`src/hw/rtl/crr_pkg.sv`:
```
// crr_pkg: shared constants, types and helper functions of the cubic resampler
// depends on nothing; used by crr_mac, crr_ctrl and the top level
package crr_pkg;

  // fixed point formats
  localparam int unsigned SAMPLE_BITS  = 24;
  localparam int unsigned FRAC_BITS    = 16;
  localparam int unsigned INT_BITS     = 32;
  localparam int unsigned POS_BITS     = INT_BITS + FRAC_BITS;
  localparam int unsigned MAX_UPSAMPLE = 16;
  localparam int unsigned CNT_BITS     = $clog2(MAX_UPSAMPLE + 1);

  // horner accumulator and product widths
  localparam int unsigned H_BITS    = SAMPLE_BITS + 7;
  localparam int unsigned PROD_BITS = H_BITS + FRAC_BITS + 1;

  // configuration registers
  localparam int unsigned RATIO_BITS = 20;
  localparam int unsigned START_BITS = 24;
  localparam int unsigned CFG_BITS   = 24;
  localparam logic [RATIO_BITS-1:0] RATIO_RESET = RATIO_BITS'(65536);
  localparam logic [START_BITS-1:0] START_RESET = '0;
  localparam logic [CNT_BITS-1:0]   CNT_MAX     = CNT_BITS'(MAX_UPSAMPLE);

  typedef enum logic {
    REG_RATIO = 1'b0,
    REG_START = 1'b1
  } reg_idx_e;

  // coefficient added after each horner multiply
  typedef enum logic [1:0] {
    COEF_B,
    COEF_C,
    COEF_D
  } coef_e;

  typedef enum logic [2:0] {
    ST_IDLE,
    ST_CHECK,
    ST_MUL,
    ST_ACC,
    ST_ADV,
    ST_EMIT,
    ST_DONE
  } state_e;

  // sequencer commands to the arithmetic unit
  typedef struct packed {
    logic  shift;
    logic  clear;
    logic  load;
    logic  mul;
    logic  acc;
    coef_e coef;
  } mac_ctrl_t;

  // result beat produced by the sequencer
  typedef struct packed {
    logic valid;
    logic last;
    logic zero;
  } emit_t;

  // sign extend a sample to accumulator width
  function automatic logic signed [H_BITS-1:0] sext_h(logic signed [SAMPLE_BITS-1:0] x);
    return {{(H_BITS - SAMPLE_BITS){x[SAMPLE_BITS-1]}}, x};
  endfunction

  // saturate to the signed sample range
  function automatic logic signed [SAMPLE_BITS-1:0] sat_sample(logic signed [H_BITS-1:0] v);
    logic signed [H_BITS-1:0] hi;
    logic signed [H_BITS-1:0] lo;
    hi = {{(H_BITS - SAMPLE_BITS + 1){1'b0}}, {(SAMPLE_BITS - 1){1'b1}}};
    lo = {{(H_BITS - SAMPLE_BITS + 1){1'b1}}, {(SAMPLE_BITS - 1){1'b0}}};
    if (v > hi) begin
      return hi[SAMPLE_BITS-1:0];
    end else if (v < lo) begin
      return lo[SAMPLE_BITS-1:0];
    end else begin
      return v[SAMPLE_BITS-1:0];
    end
  endfunction

endpackage

```
`src/hw/rtl/crr_mac.sv`:
```
// crr_mac: sample window, catmull-rom coefficients and the shared horner multiply-add unit
// depends on crr_pkg
module crr_mac (
  input  logic                                    clk_i,
  input  logic                                    rst_ni,
  input  crr_pkg::mac_ctrl_t                      ctrl_i,
  input  logic signed [crr_pkg::SAMPLE_BITS-1:0]  sample_i,
  input  logic        [crr_pkg::FRAC_BITS-1:0]    frac_i,
  output logic signed [crr_pkg::SAMPLE_BITS-1:0]  value_o
);

  localparam logic signed [crr_pkg::PROD_BITS-1:0] HALF =
    crr_pkg::PROD_BITS'(1) << (crr_pkg::FRAC_BITS - 1);

  logic signed [crr_pkg::SAMPLE_BITS-1:0] win_q [4];
  logic signed [crr_pkg::H_BITS-1:0]      w0, w1, w2, w3;
  logic signed [crr_pkg::H_BITS-1:0]      a2, b2, c2, d2, coef;
  logic signed [crr_pkg::H_BITS-1:0]      h_q, h_d;
  logic signed [crr_pkg::PROD_BITS-1:0]   prod_q, prod_d;
  logic signed [crr_pkg::PROD_BITS-1:0]   rsum, rshift;
  logic signed [crr_pkg::FRAC_BITS:0]     frac_s;
  logic signed [crr_pkg::H_BITS-1:0]      hp1, half_h;

  // sample window, oldest in slot 0
  always_ff @(posedge clk_i or negedge rst_ni) begin
    if (!rst_ni) begin
      for (int i = 0; i < 4; i++) win_q[i] <= '0;
    end else if (ctrl_i.clear) begin
      for (int i = 0; i < 4; i++) win_q[i] <= '0;
    end else if (ctrl_i.shift) begin
      win_q[0] <= win_q[1];
      win_q[1] <= win_q[2];
      win_q[2] <= win_q[3];
      win_q[3] <= sample_i;
    end
  end

  // doubled coefficients, exact integers
  always_comb begin
    w0 = crr_pkg::sext_h(win_q[0]);
    w1 = crr_pkg::sext_h(win_q[1]);
    w2 = crr_pkg::sext_h(win_q[2]);
    w3 = crr_pkg::sext_h(win_q[3]);
    a2 = w3 - w0 + (w1 <<< 1) + w1 - (w2 <<< 1) - w2;
    b2 = (w0 <<< 1) - (w1 <<< 2) - w1 + (w2 <<< 2) - w3;
    c2 = w2 - w0;
    d2 = w1 <<< 1;
  end

  // coefficient for the current horner step
  always_comb begin
    case (ctrl_i.coef)
      crr_pkg::COEF_B: coef = b2;
      crr_pkg::COEF_C: coef = c2;
      crr_pkg::COEF_D: coef = d2;
      default:         coef = d2;
    endcase
  end

  // multiply, then round to nearest and add
  always_comb begin
    frac_s = {1'b0, frac_i};
    prod_d = h_q * frac_s;
    rsum   = prod_q + HALF;
    rshift = rsum >>> crr_pkg::FRAC_BITS;
    h_d    = rshift[crr_pkg::H_BITS-1:0] + coef;
  end

  always_ff @(posedge clk_i) begin
    if (ctrl_i.mul) begin
      prod_q <= prod_d;
    end
    if (ctrl_i.load) begin
      h_q <= a2;
    end else if (ctrl_i.acc) begin
      h_q <= h_d;
    end
  end

  // halve with rounding and saturate
  always_comb begin
    hp1     = h_q + crr_pkg::H_BITS'(1);
    half_h  = hp1 >>> 1;
    value_o = crr_pkg::sat_sample(half_h);
  end

endmodule

```
`src/hw/rtl/crr_ctrl.sv`:
```
// crr_ctrl: sequencer, configuration registers, output position and sample count
// depends on crr_pkg
module crr_ctrl (
  input  logic                           clk_i,
  input  logic                           rst_ni,
  input  logic                           in_valid_i,
  input  logic                           clip_end_i,
  output logic                           in_ready_o,
  input  logic                           cfg_we_i,
  input  logic                           cfg_index_i,
  input  logic [crr_pkg::CFG_BITS-1:0]   cfg_wdata_i,
  input  logic                           out_free_i,
  output crr_pkg::mac_ctrl_t             mac_ctrl_o,
  output logic [crr_pkg::FRAC_BITS-1:0]  frac_o,
  output crr_pkg::emit_t                 emit_o
);

  crr_pkg::state_e                 state_q, state_d;
  logic [crr_pkg::RATIO_BITS-1:0]  ratio_q;
  logic [crr_pkg::START_BITS-1:0]  start_q;
  logic [crr_pkg::POS_BITS-1:0]    pos_q;
  logic [crr_pkg::POS_BITS-1:0]    start_pos;
  logic [crr_pkg::INT_BITS-1:0]    rcv_q;
  logic [crr_pkg::INT_BITS-1:0]    target;
  logic [crr_pkg::CNT_BITS-1:0]    cnt_q;
  crr_pkg::coef_e                  step_q;
  logic                            clip_q;
  logic                            match, more, has_left;

  assign start_pos = {{(crr_pkg::INT_BITS - crr_pkg::START_BITS){1'b0}}, start_q,
                      {crr_pkg::FRAC_BITS{1'b0}}};
  assign target    = rcv_q - crr_pkg::INT_BITS'(2);
  assign match     = pos_q[crr_pkg::POS_BITS-1:crr_pkg::FRAC_BITS] == target;
  assign more      = (cnt_q < crr_pkg::CNT_MAX) && match;
  assign has_left  = rcv_q > crr_pkg::INT_BITS'(2);
  assign frac_o    = pos_q[crr_pkg::FRAC_BITS-1:0];

  // state register
  always_ff @(posedge clk_i or negedge rst_ni) begin
    if (!rst_ni) begin
      state_q <= crr_pkg::ST_IDLE;
    end else begin
      state_q <= state_d;
    end
  end

  // next state and commands
  always_comb begin
    state_d         = state_q;
    in_ready_o      = 1'b0;
    mac_ctrl_o      = '0;
    mac_ctrl_o.coef = step_q;
    emit_o          = '0;
    case (state_q)
      crr_pkg::ST_IDLE: begin
        in_ready_o = 1'b1;
        if (in_valid_i) begin
          mac_ctrl_o.shift = 1'b1;
          state_d          = crr_pkg::ST_CHECK;
        end
      end
      crr_pkg::ST_CHECK: begin
        if (more && has_left) begin
          mac_ctrl_o.load = 1'b1;
          state_d         = crr_pkg::ST_MUL;
        end else if (more) begin
          state_d = crr_pkg::ST_ADV;
        end else begin
          state_d = crr_pkg::ST_DONE;
        end
      end
      crr_pkg::ST_MUL: begin
        mac_ctrl_o.mul = 1'b1;
        state_d        = crr_pkg::ST_ACC;
      end
      crr_pkg::ST_ACC: begin
        mac_ctrl_o.acc = 1'b1;
        state_d = (step_q == crr_pkg::COEF_D) ? crr_pkg::ST_ADV : crr_pkg::ST_MUL;
      end
      crr_pkg::ST_ADV: begin
        state_d = crr_pkg::ST_EMIT;
      end
      crr_pkg::ST_EMIT: begin
        if (out_free_i) begin
          emit_o.valid = 1'b1;
          emit_o.last  = !more;
          emit_o.zero  = !has_left;
          if (more && has_left) begin
            mac_ctrl_o.load = 1'b1;
            state_d         = crr_pkg::ST_MUL;
          end else if (more) begin
            state_d = crr_pkg::ST_ADV;
          end else begin
            state_d = crr_pkg::ST_DONE;
          end
        end
      end
      crr_pkg::ST_DONE: begin
        mac_ctrl_o.clear = clip_q;
        state_d          = crr_pkg::ST_IDLE;
      end
      default: begin
        state_d = crr_pkg::ST_IDLE;
      end
    endcase
  end

  // configuration, position and counters
  always_ff @(posedge clk_i or negedge rst_ni) begin
    if (!rst_ni) begin
      ratio_q <= crr_pkg::RATIO_RESET;
      start_q <= crr_pkg::START_RESET;
      pos_q   <= '0;
      rcv_q   <= '0;
      cnt_q   <= '0;
      step_q  <= crr_pkg::COEF_B;
      clip_q  <= 1'b0;
    end else begin
      if (cfg_we_i && cfg_index_i == crr_pkg::REG_RATIO) begin
        ratio_q <= cfg_wdata_i[crr_pkg::RATIO_BITS-1:0];
      end
      if (cfg_we_i && cfg_index_i == crr_pkg::REG_START) begin
        start_q <= cfg_wdata_i[crr_pkg::START_BITS-1:0];
        if (rcv_q == '0) begin
          pos_q <= {{(crr_pkg::INT_BITS - crr_pkg::START_BITS){1'b0}},
                    cfg_wdata_i[crr_pkg::START_BITS-1:0], {crr_pkg::FRAC_BITS{1'b0}}};
        end
      end
      if (in_ready_o && in_valid_i) begin
        cnt_q  <= '0;
        clip_q <= clip_end_i;
      end
      if (mac_ctrl_o.load) begin
        step_q <= crr_pkg::COEF_B;
      end else if (mac_ctrl_o.acc) begin
        case (step_q)
          crr_pkg::COEF_B: step_q <= crr_pkg::COEF_C;
          crr_pkg::COEF_C: step_q <= crr_pkg::COEF_D;
          default:         step_q <= crr_pkg::COEF_B;
        endcase
      end
      if (state_q == crr_pkg::ST_ADV) begin
        pos_q <= pos_q + {{(crr_pkg::POS_BITS - crr_pkg::RATIO_BITS){1'b0}}, ratio_q};
        cnt_q <= cnt_q + crr_pkg::CNT_BITS'(1);
      end
      if (state_q == crr_pkg::ST_DONE) begin
        if (clip_q) begin
          rcv_q <= '0;
          pos_q <= start_pos;
        end else begin
          rcv_q <= rcv_q + crr_pkg::INT_BITS'(1);
          // too many outputs for one sample: skip to the next integer part
          if (cnt_q == crr_pkg::CNT_MAX && match) begin
            pos_q <= {target + crr_pkg::INT_BITS'(1), {crr_pkg::FRAC_BITS{1'b0}}};
          end
        end
      end
    end
  end

  // a result beat only when the output register can take it
  assert property (@(posedge clk_i) disable iff (!rst_ni)
    emit_o.valid |-> out_free_i)
    else $error("result beat issued while output register busy");

  // result count per sample stays within the upsampling limit
  assert property (@(posedge clk_i) disable iff (!rst_ni)
    cnt_q <= crr_pkg::CNT_MAX)
    else $error("result count beyond limit");

  // a non-final result is always followed by more work for the same sample
  assert property (@(posedge clk_i) disable iff (!rst_ni)
    (emit_o.valid && !emit_o.last) |=> (state_q == crr_pkg::ST_MUL ||
                                         state_q == crr_pkg::ST_ADV))
    else $error("run ended without final result flag");

  // no new sample while the previous one still has results to produce
  assert property (@(posedge clk_i) disable iff (!rst_ni)
    (emit_o.valid && !emit_o.last) |=> !in_ready_o)
    else $error("input accepted mid run");

endmodule

```
`src/hw/rtl/catmull_rom_cubic_resampler_top.sv`:
```
// catmull_rom_cubic_resampler_top: streaming catmull-rom cubic resampler, top level
// depends on crr_pkg, crr_mac and crr_ctrl
//
//   channel   signals                              dir   beat
//   -------   ----------------------------------   ---   -------------------------------
//   in        in_valid_i in_ready_o sample_i         in    one source sample
//             clip_end_i
//   out       out_valid_o out_ready_i value_o       out   one interpolated sample
//             run_end_o
//   cfg       cfg_we_i cfg_index_i cfg_wdata_i       in    register write, no wait
//
// a sample yields up to 16 interpolated results; for each, the one shared multiplier
// runs three horner steps, a multiply then an accumulate each, followed by position
// advance and issue (a result with no left neighbour takes only advance and issue).
// in_ready_o is high only while the sequencer is idle.
// a busy output register stalls the sequencer at result issue; the last result
// may still wait in the output register while the next sample is taken.
// reset is asynchronous, active low; no clearing pass is needed.
module catmull_rom_cubic_resampler_top (
  input  logic                                    clk_i,
  input  logic                                    rst_ni,
  input  logic                                    in_valid_i,
  output logic                                    in_ready_o,
  input  logic signed [crr_pkg::SAMPLE_BITS-1:0]  sample_i,
  input  logic                                    clip_end_i,
  output logic                                    out_valid_o,
  input  logic                                    out_ready_i,
  output logic signed [crr_pkg::SAMPLE_BITS-1:0]  value_o,
  output logic                                    run_end_o,
  input  logic                                    cfg_we_i,
  input  logic                                    cfg_index_i,
  input  logic        [crr_pkg::CFG_BITS-1:0]     cfg_wdata_i
);

  crr_pkg::mac_ctrl_t                     mac_ctrl;
  crr_pkg::emit_t                         emit;
  logic [crr_pkg::FRAC_BITS-1:0]          frac;
  logic signed [crr_pkg::SAMPLE_BITS-1:0] mac_value;
  logic                                   out_free;
  logic                                   out_valid_q;
  logic signed [crr_pkg::SAMPLE_BITS-1:0] value_q;
  logic                                   run_end_q;

  assign out_free = !out_valid_q || out_ready_i;

  // sequencer
  crr_ctrl u_ctrl (
    .clk_i       (clk_i),
    .rst_ni      (rst_ni),
    .in_valid_i  (in_valid_i),
    .clip_end_i  (clip_end_i),
    .in_ready_o  (in_ready_o),
    .cfg_we_i    (cfg_we_i),
    .cfg_index_i (cfg_index_i),
    .cfg_wdata_i (cfg_wdata_i),
    .out_free_i  (out_free),
    .mac_ctrl_o  (mac_ctrl),
    .frac_o      (frac),
    .emit_o      (emit)
  );

  // shared arithmetic unit
  crr_mac u_mac (
    .clk_i    (clk_i),
    .rst_ni   (rst_ni),
    .ctrl_i   (mac_ctrl),
    .sample_i (sample_i),
    .frac_i   (frac),
    .value_o  (mac_value)
  );

  // output register
  always_ff @(posedge clk_i or negedge rst_ni) begin
    if (!rst_ni) begin
      out_valid_q <= 1'b0;
    end else if (emit.valid) begin
      out_valid_q <= 1'b1;
    end else if (out_ready_i) begin
      out_valid_q <= 1'b0;
    end
  end

  always_ff @(posedge clk_i) begin
    if (emit.valid) begin
      value_q   <= emit.zero ? '0 : mac_value;
      run_end_q <= emit.last;
    end
  end

  assign out_valid_o = out_valid_q;
  assign value_o     = value_q;
  assign run_end_o   = run_end_q;

endmodule
```
`config.mk`:
```
export PLATFORM = sky130hd
export DESIGN_NAME = catmull_rom_cubic_resampler_top
export DESIGN_NICKNAME = d
export VERILOG_FILES = /design/src/hw/rtl/crr_pkg.sv /design/src/hw/rtl/crr_mac.sv /design/src/hw/rtl/crr_ctrl.sv /design/src/hw/rtl/catmull_rom_cubic_resampler_top.sv
export SDC_FILE = /design/constraint.sdc
export NUM_CORES = 2
export LEC_CHECK = 0
export ABC_CLOCK_PERIOD_IN_PS = 8710
export BUFFER_PORTS_ARGS = -buffer_cell sky130_fd_sc_hd__buf_2
export CAP_MARGIN = 5
export CORE_AREA = 2 2 264 266
export CTS_CLUSTER_SIZE = 30
export DETAILED_ROUTE_END_ITERATION = 16
export DIE_AREA = 0 0 266 268
export PLACE_DENSITY = 0.93
export SYNTH_ARGS = -nofsm -noshare
export SYNTH_HDL_FRONTEND = slang
export SYNTH_SLANG_ARGS = --single-unit
```
`constraint.sdc`:
```
create_clock -name clk_i -period 8.71 [get_ports clk_i]
set_input_delay 0.871 -clock clk_i [delete_from_list [all_inputs] [get_ports clk_i]]
set_output_delay 0.871 -clock clk_i [all_outputs]
set_load 0.1 [all_outputs]
```
=== After elaboration in Yosys (flattened, before gate mapping) ===
Index checks and enable logic that the tools add are counted.

* Flip-flop bits (word level): 335
* Memory bits (read-only): 0
* Output and inout port bits: 27
* Latch bits: 0
* Bits in writable memories: 0
* Memories: 0
* Input bits: 55

* Add/subtract/negate cells: 18
* Reductions and logical operators: 20
* Div/mod/pow operators: 0
* Shifts and indexed selects: 0
* Multiply operators: 1
* Equal/unequal tests: 12
* Order comparisons: 4
* Bitwise logic cells: 1
* Multiplexer cells: 38

{| class="wikitable"
|+ Operator list
! kind !! number
|-
| 48-bit 2-to-1 mux || 6
|-
| 96-bit 2-to-1 mux || 2
|-
| 32-bit by 1-bit adder with 32-bit output, second input constant || 2
|-
| 31-bit 2-to-1 mux || 2
|-
| 31-bit case mux with 2 select lines || 1
|-
| 31-bit by 24-bit subtractor with 31-bit output || 2
|-
| 24-bit by 24-bit subtractor with 25-bit output || 2
|-
| 48-bit by 20-bit adder with 48-bit output || 1
|-
| 47-bit by 17-bit adder with 47-bit output, second input constant || 1
|-
| 31-bit by 17-bit multiplier with 47-bit output || 1
|-
| 32-bit == test || 1
|-
| 32-bit by 2-bit greater-than comparator with 1-bit output, second input constant || 1
|-
| 32-bit logical NOT || 1
|-
| 32-bit 2-to-1 mux || 1
|-
| 32-bit by 2-bit subtractor with 32-bit output, second input constant || 1
|-
| 31-bit by 2-bit adder with 31-bit output, second input constant || 1
|-
| 31-bit by 24-bit adder with 31-bit output || 1
|-
| 31-bit by 26-bit adder with 31-bit output || 1
|-
| 31-bit adder || 1
|-
| 31-bit by 25-bit subtractor with 31-bit output || 1
|-
| 30-bit by 24-bit greater-than comparator with 1-bit output, second input constant || 1
|-
| 30-bit by 24-bit < comparator with 1-bit output, second input constant || 1
|-
| 27-bit by 24-bit subtractor with 28-bit output || 1
|-
| 25-bit by 26-bit subtractor with 27-bit output || 1
|-
| other kinds (28) || 60
|}

=== Longest topological paths before layout ===
* Depth after elaboration: 8
* Gate-level depth with buffers: 36
* Depth with buffers taken out: 36

=== Cells and area by module ===
Synthesis repeated with hierarchy kept, for this count alone.

* Cell total of the unflattened synthesis: 5227
* Area, all modules: 46301.9 um2

{| class="wikitable"
|+ Modules (own cells, without submodules)
! module !! area each (um2) !! times used !! cells each
|-
| crr_mac || 34185.3 || 1 || 3830
|-
| crr_ctrl || 11115.7 || 1 || 1343
|-
| catmull_rom_cubic_resampler_top || 1001.0 || 1 || 54
|}

=== Worst setup path after synthesis ===
OpenSTA, ideal clock, no wires.

* Path type: reg-to-reg
* From: register u_mac.win_q (netlist bit u_mac.d2[7])
* To: register u_mac.h_q[30] (netlist bit), data pin
* Arrival: 6.926 ns
* Setup slack: 1.522 ns
* Stages on the path, launching flop included: 36
* Cell sequence: dfrtp_1 -> inv_1 -> fa_1 -> ha_1 -> a21o_1 -> a21oi_1 -> a21boi_0 -> o21bai_1 -> a21oi_1 -> o21ai_0 -> o21ai_0 -> nand2b_1 -> xor2_1 -> fa_1 -> ha_1 -> a211oi_1 -> nand2_1 -> or3b_2 -> and2_1 -> a21o_1 -> a21oi_1 -> xor2_1 -> nor2_1 -> a211oi_1 -> a21oi_1 -> ha_1 -> a21oi_1 -> o21bai_1 -> a21oi_1 -> o21ai_0 -> a2111oi_0 -> o31ai_1 -> a21oi_1 -> xnor2_1 -> xnor2_1 -> mux2i_1

* Word-level cells in the longest chain between the ends: 8
* Elaborated cells on any way between the ends: 12

{| class="wikitable"
|+ Ends and longest elaborated chain
! what !! line !! text
|-
| start, declared || crr_mac.sv:15 || <nowiki>logic signed [crr_pkg::SAMPLE_BITS-1:0] win_q [4];</nowiki>
|-
| 25-bit by 26-bit subtractor with 27-bit output || crr_mac.sv:45 || <nowiki>b2 = (w0 <<< 1) - (w1 <<< 2) - w1 + (w2 <<< 2) - w3;</nowiki>
|-
| 27-bit by 24-bit subtractor with 28-bit output || crr_mac.sv:45 ||
|-
| 31-bit by 26-bit adder with 31-bit output || crr_mac.sv:45 ||
|-
| 31-bit by 24-bit subtractor with 31-bit output || crr_mac.sv:45 ||
|-
| 31-bit case mux with 2 select lines || crr_mac.sv:52 || <nowiki>case (ctrl_i.coef)</nowiki>
|-
| 31-bit adder || crr_mac.sv:66 || <nowiki>h_d = rshift[crr_pkg::H_BITS-1:0] + coef;</nowiki>
|-
| 31-bit 2-to-1 mux || crr_mac.sv:75 || <nowiki>end else if (ctrl_i.acc) begin</nowiki>
|-
| 31-bit 2-to-1 mux (*) || crr_mac.sv:73 || <nowiki>if (ctrl_i.load) begin</nowiki>
|-
| end signal, assigned || crr_mac.sv:74 || <nowiki>h_q <= a2;</nowiki>
|-
| end signal, assigned || crr_mac.sv:76 || <nowiki>h_q <= h_d;</nowiki>
|-
| end, declared || crr_mac.sv:18 || <nowiki>logic signed [crr_pkg::H_BITS-1:0] h_q, h_d;</nowiki>
|}

Every way passes the cells marked *; elsewhere a longest branch is shown, timed or not. The select of a mux whose other input is x is not followed.
A chain may end at the register's enable or synchronous reset.

=== Final worst setup path ===
* From: register u_ctrl.pos_q[5] (netlist bit)
* To: register u_mac.prod_q[46] (netlist bit), data pin

* Word-level cells in the longest chain between the ends: 1

{| class="wikitable"
|+ Ends and longest elaborated chain
! what !! line !! text
|-
| start, declared || crr_ctrl.sv:21 || <nowiki>logic [crr_pkg::POS_BITS-1:0] pos_q;</nowiki>
|-
| start signal, assigned || crr_ctrl.sv:125 || <nowiki>pos_q <= {{(crr_pkg::INT_BITS - crr_pkg::START_BITS){1'b0}},</nowiki>
|-
| start signal, assigned || crr_ctrl.sv:143 || <nowiki>pos_q <= pos_q + {{(crr_pkg::POS_BITS - crr_pkg::RATIO_BITS){1'b0}}, ratio_q};</nowiki>
|-
| start signal, assigned || crr_ctrl.sv:149 || <nowiki>pos_q <= start_pos;</nowiki>
|-
| 31-bit by 17-bit multiplier with 47-bit output || crr_mac.sv:63 || <nowiki>prod_d = h_q * frac_s;</nowiki>
|-
| named net u_mac.prod_d, one bit || crr_mac.sv:19 || <nowiki>logic signed [crr_pkg::PROD_BITS-1:0] prod_q, prod_d;</nowiki>
|-
| end signal, assigned || crr_mac.sv:71 || <nowiki>prod_q <= prod_d;</nowiki>
|-
| end, declared || crr_mac.sv:19 ||
|}

The timed path passes the listed nets, and every way through them passes these cells.

==> out/qor.csv <==
metric,value,unit
status,finished clean,
critPathCaptureType,flip-flop,
vias_per_cell,6.42,
critPathBufInv,4,
fp.dieArea,0.0713,mm^2
final_cells,5966,
worstPathRequired,9.06,ns
drt_pass1_iterations,6,
clkTransAtPathRegs,0.07,ns
fin_nets,6003,
slew_violations,0,
synthAdderAreaFrac,0.350,
synth_area,0.0449,mm^2
drtIter0Drc,4231,
yosysWarnings,0,
htreeDepth,2,
grt_pass1_wl,206000,um
post-dp-hpwl,96000,um
grt_start_max_net_pins,99,
cp_common_cell,fa_1,
syn_to_final_growth,5.45,%
ys_ff_latch,320,
std_cell_rows,96,
yosys.cell_types.count,83,
synth_xor_xnor_area_share,0.0683,
fin_skew,0.0354,ns
worst_pin_slew,1.33,ns
worstSetupPathType,flip-flop to flip-flop,
post-route-period-util,0.953,
max_freq,120,MHz
synth.area.mux_share,0.0190,
synthSimpleGateAreaFrac,0.169,
slowest_delay,0.80,ns
clockBufferDepth,3,
drive_gt1_frac,0.0601,
fill_cells,4812,
core_area,0.0682,mm^2
vias,38300,
cp_cell_sequence,buf_4 -> nand2_1 -> fa_1 -> inv_1 -> fa_1 -> inv_1 -> fa_1 -> fa_1 -> inv_1 -> fa_1 -> fa_1 -> ha_1 -> nand4_1 -> o41ai_1 -> o31ai_1 -> o2111ai_1 -> o2111ai_1 -> a31oi_1 -> a221oi_1 -> nor3_1 -> o21a_1 -> nor4_1 -> a311o_1,
placed_cells,5887,
synth_compound_area_frac,0.124,
start_util,0.659,
fin_crit,8.30,ns
ys_seq_area_frac,0.188,
overflow,0,
die_h,268,um
drt_wl_total,128000,um
crit_path_start_kind,flip-flop,
drc,0,
clock_latency,0.62,ns
tns,0,ns
cts_tree,built,
clk_root_buffer_cell,clkbuf_16,
syn_area_per_cell,8.82,um^2
setup_viol,0,
antenna_found_initial,3,
post_drt_wl_per_cell,21.4,um
synthArstFlopShare,0.725,
critPathTopFamily,adder cells,
hold_slack,0.242,ns
pin_count,82,
crit_slowest_cell,dfrtp_1,
cts_buffers,40,
globalplace.congestion,0.995,
cts_setup_buffers,0,
drv_cap,0,
synth_cells,5098,
synth_nets,6054,
slew_headroom,0.107,
rsz0062_at_grt,no,
critPathMaxFanout,15,
synth_edf_count,88,
final_hold_viol_count,0,
synth_top_family_by_area,adder cells,
clkSinkCount,320,
yosys_most_used_dff,dfrtp_1,
first_global_vias,39200,
grt_usage,0.366,
arrival,8.65,ns
final_antenna_net_count,0,
die_w,266,um
port_buffers,81,
holdCritPathClass,input port to async pin,
[per-layer routing]
layer	global-route usage	vias to the layer above	wire length [um]
li1	-	16600	-
met1	0.455	18600	45900
met2	0.585	2457	58900
met3	0.0920	715	14100
met4	0.213	2	8910
met5	0	-	16
[registers in the layout, indices dropped and copies added (netlist names), 20 cells and up]
register,flops
u_ctrl.pos_q,48
u_ctrl.ratio_q,20
u_ctrl.rcv_q,32
u_ctrl.start_q,24
u_mac.d2,24
u_mac.h_q,31
u_mac.prod_q,32
u_mac.w0,24
u_mac.w2,24
u_mac.w3,24
value_o,24
[final timing paths]
check / start / to / slack, ns / cells after the start
setup / recovery: u_ctrl.pos_q[5] / u_mac.prod_q[46] / 0.41 / 23
hold / removal: rst_ni / u_mac.w3[15] / 0.24 / 1
setup reg to reg: u_ctrl.pos_q[5] / u_mac.prod_q[46] / 0.41 / 23
hold reg to reg: u_ctrl.start_q[21] / u_ctrl.pos_q[37] / 0.50 / 2
max in group asynchronous: rst_ni / u_ctrl.pos_q[1] / 6.91 / 2
min in group clk_i: clip_end_i / u_ctrl.clip_q / 0.46 / 3
[layout make-up]
class	instances	area (um^2)	share of cell area
Multi-Input combinational cell	3811	32900	0.694
Sequential cell	320	8450	0.178
Inverter	736	2760	0.0583
Clock buffer	53	1110	0.0234
Tap cell	882	1100	0.0233
Timing Repair Buffer	138	856	0.0181
Clock inverter	21	205	0.00433
Antenna cell	5	12.5	0.000264
[logic make-up (layout without fill, tap and decap cells)]
group / Yosys count / after routing
AOI/OAI and AO/OA: 884 / 884
and+or+nand+nor: 1604 / 1604
buffers and inverters: 967 / 948
DFF: 320 / 320
other: 0 / 5
xor gates and xnor gates: 344 / 344
adders and majority gates: 901 / 901
muxes: 78 / 78
[worst reg2reg max path, cell delays in order (launching register included)]
cell,delay [ns]
dfrtp_1,0.80
buf_4,0.35
nand2_1,0.11
fa_1,0.50
inv_1,0.05
fa_1,0.53
inv_1,0.05
fa_1,0.47
fa_1,0.49
inv_1,0.05
fa_1,0.50
fa_1,0.50
ha_1,0.35
nand4_1,0.09
o41ai_1,0.35
o31ai_1,0.18
o2111ai_1,0.58
o2111ai_1,0.29
a31oi_1,0.45
a221oi_1,0.22
nor3_1,0.40
o21a_1,0.26
nor4_1,0.09
a311o_1,0.35
[placed cells by master, fill, tap and decap left out, types with 80 or more instances in the layout]
master      n
buf_2      80
a21o_1     96
ha_1      305
xor2_1    141
a21oi_1   301
dfrtp_1   229
edfxtp_1   88
nand2_1   674
inv_1     735
xnor2_1   199
fa_1      596
nand3_1   110
and2_1    202
nor2_1    261
o21ai_0   173
[cell usage after synthesis (13+ instances only)]
| cell | count | share of area |
|---|---|---|
| o22ai_1 | 25 | 0.0035 |
| nand4_1 | 47 | 0.0065 |
| nor2_1 | 265 | 0.022 |
| o21a_1 | 46 | 0.0077 |
| ha_1 | 305 | 0.085 |
| or4_1 | 13 | 0.0022 |
| a211oi_1 | 44 | 0.0073 |
| nor4_1 | 23 | 0.0032 |
| o31ai_1 | 15 | 0.0025 |
| mux2i_1 | 21 | 0.0047 |
| a21oi_1 | 302 | 0.034 |
| xnor2_1 | 199 | 0.039 |
| a21o_1 | 96 | 0.016 |
| o211ai_1 | 14 | 0.0023 |
| dfrtp_1 | 231 | 0.13 |
| mux2_2 | 57 | 0.014 |
| xor2_1 | 141 | 0.027 |
| fa_1 | 596 | 0.27 |
| a31oi_1 | 17 | 0.0024 |
| and3_1 | 45 | 0.0063 |
| nor3_1 | 74 | 0.0082 |
| o21bai_1 | 24 | 0.0040 |
| nand2_1 | 675 | 0.056 |
| nor2b_1 | 24 | 0.0033 |
| or3_1 | 33 | 0.0046 |
| nand3_1 | 110 | 0.012 |
| and2_1 | 203 | 0.028 |
| o21ai_0 | 173 | 0.019 |
| edfxtp_1 | 88 | 0.059 |
| clkbuf_1 | 201 | 0.017 |
| buf_1 | 19 | 0.0016 |
| inv_1 | 735 | 0.061 |
| nand2b_1 | 44 | 0.0061 |
[what timing repair did]
action / CTS / global route
endpoints found under the setup margin: 0 / 3
gates resized for setup: 0 / 5
hold buffers: 0 / 0
[stage by stage]
| step | instance area (um^2) | worst slack, ns | utilization |
|---|---|---|---|
| 2_1_floorplan | 44900 | 1.52 | - |
| 3_3_place_gp | 46000 | 0.685 | 0.675 |
| 3_5_place_dp | 46000 | 0.464 | 0.675 |
| 4_1_cts | 47400 | 0.467 | 0.694 |
| 5_1_grt | 47400 | 0.0842 | 0.695 |
| 6_report | 47400 | 0.409 | 0.695 |
Power is not shown: default switching activity piles up to over one toggle a cycle in this logic, so the estimate is an artifact.
